$ cat src/hdl/sbll_pkg.sv
`default_nettype none

package sbll_pkg;

  // Bins per frame that are taken into account; later bins are ignored.
  localparam int BIN_COUNT = 256;
  localparam int IDX_W     = $clog2(BIN_COUNT + 1);

  localparam int BAND_COUNT = 3;
  localparam int BAND_W     = 2;
  localparam int BIN_W      = 8;
  localparam int MAG_W      = 16;
  localparam int SUM_W      = 24;
  localparam int LVL_W      = 8;
  localparam int SCALE_W    = 8;
  localparam int CNT_W      = BIN_W + 1;

  // Shared multiplier operands and the divider word widths.
  localparam int MUL_A_W = SUM_W;
  localparam int MUL_B_W = MAG_W;
  localparam int PROD_W  = MUL_A_W + MUL_B_W;
  localparam int NUM_W   = SUM_W + SCALE_W;
  localparam int DEN_W   = CNT_W + MAG_W;
  localparam int STEP_W  = $clog2(NUM_W);

  localparam logic [LVL_W-1:0] LEVEL_CLAMP = LVL_W'(250);

  // Configuration register indexes.
  localparam int CFG_ADDR_W = 5;
  localparam logic [2:0] REG_BASS_FIRST = 3'd0;
  localparam logic [2:0] REG_BASS_LAST  = 3'd1;
  localparam logic [2:0] REG_MID_FIRST  = 3'd2;
  localparam logic [2:0] REG_MID_LAST   = 3'd3;
  localparam logic [2:0] REG_HIGH_FIRST = 3'd4;
  localparam logic [2:0] REG_HIGH_LAST  = 3'd5;

  // Band indexes.
  localparam logic [BAND_W-1:0] BAND_BASS = 2'd0;
  localparam logic [BAND_W-1:0] BAND_MID  = 2'd1;
  localparam logic [BAND_W-1:0] BAND_HIGH = 2'd2;

  typedef struct packed {
    logic [BAND_COUNT-1:0][BIN_W-1:0] first;
    logic [BAND_COUNT-1:0][BIN_W-1:0] last;
  } band_cfg_t;

  typedef enum logic [1:0] {
    ARITH_HOLD,
    ARITH_LOAD_NUM,
    ARITH_LOAD_DEN,
    ARITH_DIV_STEP
  } arith_op_t;

  typedef struct packed {
    arith_op_t            op;
    logic [MUL_A_W-1:0]   mul_a;
    logic [MUL_B_W-1:0]   mul_b;
  } arith_req_t;

  typedef enum logic [2:0] {
    ST_IDLE,
    ST_MUL_NUM,
    ST_MUL_DEN,
    ST_DIV,
    ST_LEVEL,
    ST_OUT
  } state_t;

  // Brightness scale of each band.
  function automatic logic [SCALE_W-1:0] band_scale(input logic [BAND_W-1:0] b);
    logic [SCALE_W-1:0] s;
    case (b)
      BAND_BASS: s = SCALE_W'(100);
      BAND_MID:  s = SCALE_W'(100);
      BAND_HIGH: s = SCALE_W'(255);
      default:   s = '0;
    endcase
    return s;
  endfunction

endpackage

`default_nettype wire

$ cat src/hdl/spectrum_band_light_levels.sv
// Spectrum band light levels. Magnitude bins of one frame stream in on the
// in_ channel in index order, one request per cycle while in_stall is low,
// and are summed into the bass, mid and high bands set through the cfg_
// registers while a peak is tracked. A bin that is not the frame's last does
// not stall the input. The request carrying frame_end starts the level
// calculation, during which in_stall is high: for each of the three bands one
// shared multiplier forms sum*scale and then count*peak, a restoring divider
// makes 32 quotient steps of one bit each, and the ST_LEVEL state smooths and
// clamps the level; then the ST_OUT state hands the result to the output
// register once the previous result has left it. The result then sits on the
// out_ channel until it is taken, while the next frame's bins are already
// accepted.
`default_nettype none

module spectrum_band_light_levels (
  input  wire logic                            clk,
  input  wire logic                            rst_n,
  input  wire logic                            in_valid,
  output logic                                 in_stall,
  input  wire logic [15:0]                     in_magnitude,
  input  wire logic                            in_frame_end,
  output logic                                 out_valid,
  input  wire logic                            out_stall,
  output logic [7:0]                           out_blue_level,
  output logic [7:0]                           out_green_level,
  output logic [7:0]                           out_red_level,
  output logic                                 out_degenerate,
  input  wire logic                            cfg_psel,
  input  wire logic                            cfg_penable,
  input  wire logic                            cfg_pwrite,
  input  wire logic [sbll_pkg::CFG_ADDR_W-1:0] cfg_paddr,
  input  wire logic [31:0]                     cfg_pwdata,
  output logic      [31:0]                     cfg_prdata,
  output logic                                 cfg_pready
);

  sbll_pkg::band_cfg_t  band_cfg;
  sbll_pkg::arith_req_t arith_req;
  sbll_pkg::state_t     state_r, state_nxt;

  logic [sbll_pkg::BAND_COUNT-1:0][sbll_pkg::SUM_W-1:0] sums;
  logic [sbll_pkg::MAG_W-1:0]  peak;
  logic [sbll_pkg::NUM_W-1:0]  quotient;
  logic [sbll_pkg::BAND_W-1:0] band_r;
  logic [sbll_pkg::STEP_W-1:0] step_r;
  logic                        deg_r;
  logic [sbll_pkg::BAND_COUNT-1:0][sbll_pkg::LVL_W-1:0] prev_r;
  logic                        out_valid_r;
  logic [sbll_pkg::BAND_COUNT-1:0][sbll_pkg::LVL_W-1:0] out_lvl_r;
  logic                        out_deg_r;

  logic                        take;
  logic                        clear;
  logic                        band_deg;
  logic [sbll_pkg::BIN_W-1:0]  first_sel, last_sel;
  logic [sbll_pkg::CNT_W-1:0]  count;
  logic [sbll_pkg::NUM_W-1:0]  raw;
  logic [sbll_pkg::NUM_W:0]    lvl_sum;
  logic [sbll_pkg::NUM_W-1:0]  avg;
  logic [sbll_pkg::LVL_W-1:0]  level;
  logic                        out_free;

  sbll_cfg u_cfg (
    .clk         (clk),
    .rst_n       (rst_n),
    .cfg_psel    (cfg_psel),
    .cfg_penable (cfg_penable),
    .cfg_pwrite  (cfg_pwrite),
    .cfg_paddr   (cfg_paddr),
    .cfg_pwdata  (cfg_pwdata),
    .cfg_prdata  (cfg_prdata),
    .cfg_pready  (cfg_pready),
    .band_cfg    (band_cfg)
  );

  sbll_accum u_accum (
    .clk       (clk),
    .rst_n     (rst_n),
    .take      (take),
    .magnitude (in_magnitude),
    .clear     (clear),
    .band_cfg  (band_cfg),
    .sums      (sums),
    .peak      (peak)
  );

  sbll_arith u_arith (
    .clk      (clk),
    .req      (arith_req),
    .quotient (quotient)
  );

  assign in_stall = (state_r != sbll_pkg::ST_IDLE);
  assign take     = in_valid && !in_stall;
  assign out_free = !out_valid_r || !out_stall;

  // Band under calculation: its range, bin count and whether it is degenerate.
  always_comb begin
    first_sel = band_cfg.first[band_r];
    last_sel  = band_cfg.last[band_r];
    count     = sbll_pkg::CNT_W'(last_sel) - sbll_pkg::CNT_W'(first_sel) + 1'b1;
    band_deg  = (first_sel > last_sel) || (peak == '0);
    raw       = band_deg ? '0 : quotient;
    lvl_sum   = {1'b0, raw} + (sbll_pkg::NUM_W + 1)'(prev_r[band_r]);
    avg       = lvl_sum[sbll_pkg::NUM_W:1];
    level     = (avg >= sbll_pkg::NUM_W'(sbll_pkg::LEVEL_CLAMP)) ?
                sbll_pkg::LEVEL_CLAMP : avg[sbll_pkg::LVL_W-1:0];
  end

  // Sequencer: next state and requests to the shared unit.
  always_comb begin
    state_nxt       = state_r;
    arith_req.op    = sbll_pkg::ARITH_HOLD;
    arith_req.mul_a = sums[band_r];
    arith_req.mul_b = sbll_pkg::MUL_B_W'(sbll_pkg::band_scale(band_r));
    clear           = 1'b0;
    case (state_r)
      sbll_pkg::ST_IDLE: begin
        if (take && in_frame_end) begin
          state_nxt = sbll_pkg::ST_MUL_NUM;
        end
      end
      sbll_pkg::ST_MUL_NUM: begin
        arith_req.op = sbll_pkg::ARITH_LOAD_NUM;
        state_nxt    = sbll_pkg::ST_MUL_DEN;
      end
      sbll_pkg::ST_MUL_DEN: begin
        arith_req.op    = sbll_pkg::ARITH_LOAD_DEN;
        arith_req.mul_a = sbll_pkg::MUL_A_W'(peak);
        arith_req.mul_b = sbll_pkg::MUL_B_W'(count);
        state_nxt       = sbll_pkg::ST_DIV;
      end
      sbll_pkg::ST_DIV: begin
        arith_req.op = sbll_pkg::ARITH_DIV_STEP;
        if (step_r == sbll_pkg::STEP_W'(sbll_pkg::NUM_W - 1)) begin
          state_nxt = sbll_pkg::ST_LEVEL;
        end
      end
      sbll_pkg::ST_LEVEL: begin
        if (band_r == sbll_pkg::BAND_HIGH) begin
          state_nxt = sbll_pkg::ST_OUT;
        end else begin
          state_nxt = sbll_pkg::ST_MUL_NUM;
        end
      end
      sbll_pkg::ST_OUT: begin
        if (out_free) begin
          clear     = 1'b1;
          state_nxt = sbll_pkg::ST_IDLE;
        end
      end
      default: begin
        state_nxt = sbll_pkg::ST_IDLE;
      end
    endcase
  end

  always_ff @(posedge clk) begin
    if (!rst_n) begin
      state_r <= sbll_pkg::ST_IDLE;
    end else begin
      state_r <= state_nxt;
    end
  end

  // Band and step counters, degenerate flag and smoothed levels.
  always_ff @(posedge clk) begin
    if (!rst_n) begin
      band_r <= '0;
      step_r <= '0;
      deg_r  <= 1'b0;
      prev_r <= '0;
    end else begin
      case (state_r)
        sbll_pkg::ST_IDLE: begin
          band_r <= sbll_pkg::BAND_BASS;
          deg_r  <= 1'b0;
        end
        sbll_pkg::ST_MUL_DEN: begin
          step_r <= '0;
        end
        sbll_pkg::ST_DIV: begin
          step_r <= step_r + 1'b1;
        end
        sbll_pkg::ST_LEVEL: begin
          prev_r[band_r] <= level;
          deg_r          <= deg_r || band_deg;
          band_r         <= band_r + 1'b1;
        end
        default: ;
      endcase
    end
  end

  // Output register: loaded when the slot is free, emptied when taken.
  always_ff @(posedge clk) begin
    if (!rst_n) begin
      out_valid_r <= 1'b0;
    end else if (clear) begin
      out_valid_r <= 1'b1;
    end else if (!out_stall) begin
      out_valid_r <= 1'b0;
    end
  end

  always_ff @(posedge clk) begin
    if (clear) begin
      out_lvl_r <= prev_r;
      out_deg_r <= deg_r;
    end
  end

  assign out_valid       = out_valid_r;
  assign out_blue_level  = out_lvl_r[0];
  assign out_green_level = out_lvl_r[1];
  assign out_red_level   = out_lvl_r[2];
  assign out_degenerate  = out_deg_r;

endmodule

`default_nettype wire

$ cat src/hdl/sbll_cfg.sv
`default_nettype none

module sbll_cfg (
  input  wire logic                           clk,
  input  wire logic                           rst_n,
  input  wire logic                           cfg_psel,
  input  wire logic                           cfg_penable,
  input  wire logic                           cfg_pwrite,
  input  wire logic [sbll_pkg::CFG_ADDR_W-1:0] cfg_paddr,
  input  wire logic [31:0]                    cfg_pwdata,
  output logic      [31:0]                    cfg_prdata,
  output logic                                cfg_pready,
  output sbll_pkg::band_cfg_t                 band_cfg
);

  sbll_pkg::band_cfg_t cfg_r;
  logic [2:0]          reg_idx;
  logic                wr_en;
  logic [sbll_pkg::BIN_W-1:0] rd_val;

  assign reg_idx    = cfg_paddr[4:2];
  assign wr_en      = cfg_psel && cfg_penable && cfg_pwrite;
  assign cfg_pready = 1'b1;
  assign band_cfg   = cfg_r;

  // Register writes; an index past the list is dropped.
  always_ff @(posedge clk) begin
    if (!rst_n) begin
      cfg_r.first[0] <= 8'd0;
      cfg_r.last[0]  <= 8'd9;
      cfg_r.first[1] <= 8'd10;
      cfg_r.last[1]  <= 8'd30;
      cfg_r.first[2] <= 8'd40;
      cfg_r.last[2]  <= 8'd250;
    end else if (wr_en) begin
      case (reg_idx)
        sbll_pkg::REG_BASS_FIRST: cfg_r.first[0] <= cfg_pwdata[7:0];
        sbll_pkg::REG_BASS_LAST:  cfg_r.last[0]  <= cfg_pwdata[7:0];
        sbll_pkg::REG_MID_FIRST:  cfg_r.first[1] <= cfg_pwdata[7:0];
        sbll_pkg::REG_MID_LAST:   cfg_r.last[1]  <= cfg_pwdata[7:0];
        sbll_pkg::REG_HIGH_FIRST: cfg_r.first[2] <= cfg_pwdata[7:0];
        sbll_pkg::REG_HIGH_LAST:  cfg_r.last[2]  <= cfg_pwdata[7:0];
        default: ;
      endcase
    end
  end

  // Read back of the addressed register.
  always_comb begin
    case (reg_idx)
      sbll_pkg::REG_BASS_FIRST: rd_val = cfg_r.first[0];
      sbll_pkg::REG_BASS_LAST:  rd_val = cfg_r.last[0];
      sbll_pkg::REG_MID_FIRST:  rd_val = cfg_r.first[1];
      sbll_pkg::REG_MID_LAST:   rd_val = cfg_r.last[1];
      sbll_pkg::REG_HIGH_FIRST: rd_val = cfg_r.first[2];
      sbll_pkg::REG_HIGH_LAST:  rd_val = cfg_r.last[2];
      default:                  rd_val = '0;
    endcase
    cfg_prdata = {24'd0, rd_val};
  end

endmodule

`default_nettype wire

$ cat src/hdl/sbll_accum.sv
`default_nettype none

module sbll_accum (
  input  wire logic                        clk,
  input  wire logic                        rst_n,
  input  wire logic                        take,
  input  wire logic [sbll_pkg::MAG_W-1:0]  magnitude,
  input  wire logic                        clear,
  input  sbll_pkg::band_cfg_t              band_cfg,
  output logic [sbll_pkg::BAND_COUNT-1:0][sbll_pkg::SUM_W-1:0] sums,
  output logic [sbll_pkg::MAG_W-1:0]       peak
);

  logic [sbll_pkg::IDX_W-1:0] idx_r, idx_nxt;
  logic [sbll_pkg::BAND_COUNT-1:0][sbll_pkg::SUM_W-1:0] sums_r, sums_nxt;
  logic [sbll_pkg::MAG_W-1:0] peak_r, peak_nxt;
  logic [sbll_pkg::MAG_W-1:0] mag_eff;
  logic [sbll_pkg::BAND_COUNT-1:0] hit;
  logic                       active;

  assign sums = sums_r;
  assign peak = peak_r;

  // Per-bin update: band membership uses the registers in force now.
  always_comb begin
    active   = take && (idx_r < sbll_pkg::IDX_W'(sbll_pkg::BIN_COUNT));
    mag_eff  = (idx_r == '0) ? '0 : magnitude;
    idx_nxt  = idx_r;
    sums_nxt = sums_r;
    peak_nxt = peak_r;
    for (int b = 0; b < sbll_pkg::BAND_COUNT; b++) begin
      hit[b] = (idx_r >= sbll_pkg::IDX_W'(band_cfg.first[b])) &&
               (idx_r <= sbll_pkg::IDX_W'(band_cfg.last[b]));
      if (active && hit[b]) begin
        sums_nxt[b] = sums_r[b] + sbll_pkg::SUM_W'(mag_eff);
      end
    end
    if (active) begin
      idx_nxt = idx_r + 1'b1;
      if (((|hit) || (idx_r == sbll_pkg::IDX_W'(1))) && (mag_eff > peak_r)) begin
        peak_nxt = mag_eff;
      end
    end
    if (clear) begin
      idx_nxt  = '0;
      sums_nxt = '0;
      peak_nxt = '0;
    end
  end

  always_ff @(posedge clk) begin
    if (!rst_n) begin
      idx_r  <= '0;
      sums_r <= '0;
      peak_r <= '0;
    end else begin
      idx_r  <= idx_nxt;
      sums_r <= sums_nxt;
      peak_r <= peak_nxt;
    end
  end

endmodule

`default_nettype wire

$ cat src/hdl/sbll_arith.sv
`default_nettype none

module sbll_arith (
  input  wire logic                       clk,
  input  sbll_pkg::arith_req_t            req,
  output logic [sbll_pkg::NUM_W-1:0]      quotient
);

  logic [sbll_pkg::PROD_W-1:0] product;
  logic [sbll_pkg::NUM_W-1:0]  quo_r;
  logic [sbll_pkg::DEN_W-1:0]  rem_r;
  logic [sbll_pkg::DEN_W-1:0]  den_r;
  logic [sbll_pkg::DEN_W:0]    shifted;
  logic [sbll_pkg::DEN_W:0]    diff;

  assign quotient = quo_r;

  // Shared multiplier, used once for the numerator and once for the divisor.
  assign product = req.mul_a * req.mul_b;

  // One restoring division step: shift in the next dividend bit, try to subtract.
  assign shifted = {rem_r, quo_r[sbll_pkg::NUM_W-1]};
  assign diff    = shifted - {1'b0, den_r};

  always_ff @(posedge clk) begin
    case (req.op)
      sbll_pkg::ARITH_LOAD_NUM: begin
        quo_r <= product[sbll_pkg::NUM_W-1:0];
        rem_r <= '0;
      end
      sbll_pkg::ARITH_LOAD_DEN: begin
        den_r <= product[sbll_pkg::DEN_W-1:0];
      end
      sbll_pkg::ARITH_DIV_STEP: begin
        if (!diff[sbll_pkg::DEN_W]) begin
          rem_r <= diff[sbll_pkg::DEN_W-1:0];
          quo_r <= {quo_r[sbll_pkg::NUM_W-2:0], 1'b1};
        end else begin
          rem_r <= shifted[sbll_pkg::DEN_W-1:0];
          quo_r <= {quo_r[sbll_pkg::NUM_W-2:0], 1'b0};
        end
      end
      default: ;
    endcase
  end

endmodule

`default_nettype wire

$ cat config.mk
export PLATFORM = sky130hd
export DESIGN_NAME = spectrum_band_light_levels
export DESIGN_NICKNAME = d
export VERILOG_FILES = /design/src/hdl/sbll_pkg.sv /design/src/hdl/spectrum_band_light_levels.sv /design/src/hdl/sbll_cfg.sv /design/src/hdl/sbll_accum.sv /design/src/hdl/sbll_arith.sv
export SDC_FILE = /design/constraint.sdc
export NUM_CORES = 1
export LEC_CHECK = 0
export BUFFER_PORTS_ARGS = -buffer_cell sky130_fd_sc_hd__buf_2
export CAP_MARGIN = 30
export CELL_PAD_IN_SITES_DETAIL_PLACEMENT = 1
export CELL_PAD_IN_SITES_GLOBAL_PLACEMENT = 1
export CORE_MARGIN = 5
export CORE_UTILIZATION = 53
export DETAILED_ROUTE_END_ITERATION = 7
export PLACE_DENSITY_LB_ADDON = 0.1
export SLEW_MARGIN = 0
export SYNTH_ARGS = -nofsm -noshare
export SYNTH_HDL_FRONTEND = slang
export SYNTH_SLANG_ARGS = --single-unit
$ cat constraint.sdc
create_clock -name clk -period 24.5 [get_ports clk]
set_clock_uncertainty 0.15 [all_clocks]
set_input_delay 1.225 -clock clk [delete_from_list [all_inputs] [get_ports clk]]
set_output_delay 1.225 -clock clk [all_outputs]
set_load 0.05 [all_outputs]
==> results.toml <==
[power]
switching_power_mw = 0.6660
ir_worst_vdd_mv = 0.04526
p_per_area_nw_per_um2 = 60.77
seqPwrFrac_pct = 32.4
p_int_mw = 1.096
swShare_pct = 37.80
p_leak_nw = 13.39
p_comb_share_pct = 36.8
clockPowerShare_pct = 30.8

[critical_path]
worst_path_largest_cell_delay_ns = 0.65
crit_required_ns = 24.62
arrival_ns = 11.06
critical_path_class = "reg -> reg"
end_kind = "register"
crit_slowest_cell = "buf_4"
startpoint = "band_r[0]$_SDFFE_PN0P_"
crit_path_start_kind = "register"
cp_common_cell = "fa_1"
crit-reg2reg-launch = "band_r[0]$_SDFFE_PN0P_"
worstPathMaxFanout = 45

[die]
start_util_pct = 53.57
die_x_um = 235.0
die-area_um2 = 55210
die_h_um = 235.0
num_rows = 82
core-area_um2 = 50070
io_pins = 121

[clocking]
cts-root-buf = "clkbuf_16"
cts-resized-gates = 0
postCtsHoldBufs = 0
cts_sinks = 288
htreeDepth = 2
clk_latency_ns = 0.56
cts_buffers = 36
cts_tree = "built"
cts_buffer_depth = 3
postCtsSetupRepairBufs = 0
clk_pin_slew_ns = 0.06

[route]
antenna_left = 0
drcViolationCount = 0
dr.pass1.iters = 5
dr.first_iter.drc_count = 1214
wl_per_cell_um = 20.20
drt-total-wl_mm = 77.41
viasPerCell = 5.795
vias = 22205

[placed_design]
placed_area_um2 = 27800
gp_congestion = 0.8763
hpwl_mm = 60.46
port_buffers = 69

[timing]
fmax_mhz = 91.44
setup_violations = 0
drv_slew = 0
min_period_ns = 10.94
relSlewSlack_pct = 34.09
rsz0062_at_grt = "false"
worst_pin_slew_ns = 0.9821
fin_crit_sh_pct = 44.64
tns_ns = 0
final_hold_viol_count = 0

[grt]
antenna_found_initial = 0
grt_pass1_wl_mm = 125.3
grt_use_total_pct = 27.29
gr-total-overflow = 0
grt_pass1_vias = 24076
grt_max_degree = 89

[status]
status = "completed"

[synth]
synth-seq-cells = 288
async_flop_share_pct = 0
synth_warnings = 0
synth_cells = 3099
yosys_most_used_dff = "dfxtp_1"
synth_edf_count = 107
yosysTopAreaCellShare_pct = 14.23
avgSynthCellArea_um2 = 8.655
yosysUniqueCellTypes = 85
synth_area_leader_cell = "ha_1"
ys_seq_area_share_pct = 25.49
synthTopCellsByArea = "ha_1, dfxtp_1, edfxtp_1, fa_1, inv_1"
syn_area_um2 = 26820

[min_path]
min_path_type = "reg -> reg"
hp-start = "deg_r$_SDFFE_PN0P_"

[final_layout]
area_growth_pct = 8.075
final_cell_mix = "inv_1, nor2_1, ha_1"
drive_gt1_share_pct = 7.215
final_common_cell = "inv_1"
fin_util_pct = 57.90
fillCellCount = 5977
num-nets-final = 3658
stdcell_area_um2 = 28990
antennaDiodeCount = 0

[run]
drv_cap = 0
[sequential cells by signal (all words and copies together) (netlist names), 9 cells and up]
| name | flops |
|---|---|
| u_accum.idx_r | 9 |
| u_arith.quotient | 32 |
| u_accum.sums | 72 |
| u_cfg.band_cfg | 48 |
| u_arith.den_r | 25 |
| u_arith.rem_r | 25 |
| prev_r | 24 |
| u_accum.peak | 16 |
[power groups by stage]
stage,Combinational [mW],Sequential (mW),Clock [mW]
CTS,0.651,0.569,0.552
floorplan,0.477,0.568,0
global route,0.722,0.572,0.571
detailed placement,0.645,0.579,0
finish,0.648,0.570,0.543
global placement,0.608,0.578,0
[critical path: cells and delay by family, from the launching register on]
family          cells  cell delay [ns]
mux                 1             0.35
fa+ha+maj          11             4.72
xor+xnor            2             0.32
compound gates      9             2.57
buf+inv             8             1.27
flops               1             0.50
simple gates        5             0.75
[routing by layer]
| metal | share of wire [%] | global-route usage, % | wire length (um) | vias to the layer above |
|---|---|---|---|---|
| met5 | 0 | 0 | 0 | - |
| met4 | 3.2 | 8.600 | 2475 | 0 |
| met3 | 3.7 | 3.342 | 2902 | 130 |
| met2 | 50 | 48.61 | 38330 | 360 |
| met1 | 44 | 34.64 | 33700 | 11111 |
| li1 | - | - | - | 10604 |
[worst paths after layout]
kind	to	slack (ns)	depth (start not counted)
max	u_arith.quotient[31]$_DFFE_PP_	13.56	36
min	out_degenerate$_DFFE_PP_	0.29	0
max reg2reg	u_arith.quotient[31]$_DFFE_PP_	13.56	36
min reg2reg	out_degenerate$_DFFE_PP_	0.29	0
[final cells by class]
cell class              count  area, um^2  area share, %
clock inverters            23       216.5         0.7467
inverters                 397        1490          5.141
repair buffers            100       598.1          2.063
well taps                 672       840.8          2.901
multi-input cells        2311       18030          62.20
flip-flops and latches    288        6840          23.60
clock buffers              41       972.2          3.354
[synth_stat cells, types with 21 or more instances]
| cell | n |
|---|---|
| ha_1 | 305 |
| nand3_1 | 52 |
| buf_4 | 27 |
| nand2_1 | 243 |
| dfxtp_1 | 181 |
| and2_1 | 29 |
| inv_1 | 396 |
| nor2_1 | 346 |
| or2_2 | 28 |
| nand4_1 | 30 |
| nor4_1 | 21 |
| nand2b_1 | 42 |
| o21ai_0 | 118 |
| xor2_1 | 54 |
| and3_1 | 29 |
| edfxtp_1 | 107 |
| nor2b_1 | 59 |
| a21oi_1 | 136 |
| mux2i_1 | 118 |
| o211ai_1 | 23 |
| clkbuf_1 | 85 |
| a31oi_1 | 36 |
| fa_1 | 158 |
| a21o_1 | 55 |
| nor3_1 | 40 |
| o21a_1 | 27 |
| xnor2_1 | 75 |
[logic make-up after synthesis]
group,count (synthesis),share of synthesized area (%)
AND/OR/NAND/NOR,973,17.02
AO/OA/AOI/OAI,576,14.10
buffers and inverters,530,7.888
adder cells (fa/ha/maj),464,26.06
flip-flops,288,25.49
multiplexers,137,5.201
XOR/XNOR,129,4.212
other,2,0.02800
[stage by stage]
stage	setup WS (ns)	power (mW)	instances	hold WS [ns]
after global placement	13.79	1.186	3765	0.2644
final	13.56	1.762	3832	0.2857
after global routing	12.94	1.866	3832	0.2973
after detailed placement	13.56	1.224	3768	0.2698
after floorplan	13.71	1.045	3129	0.2590
after CTS	13.54	1.772	3832	0.2866
(Power assumes the default switching activity.)
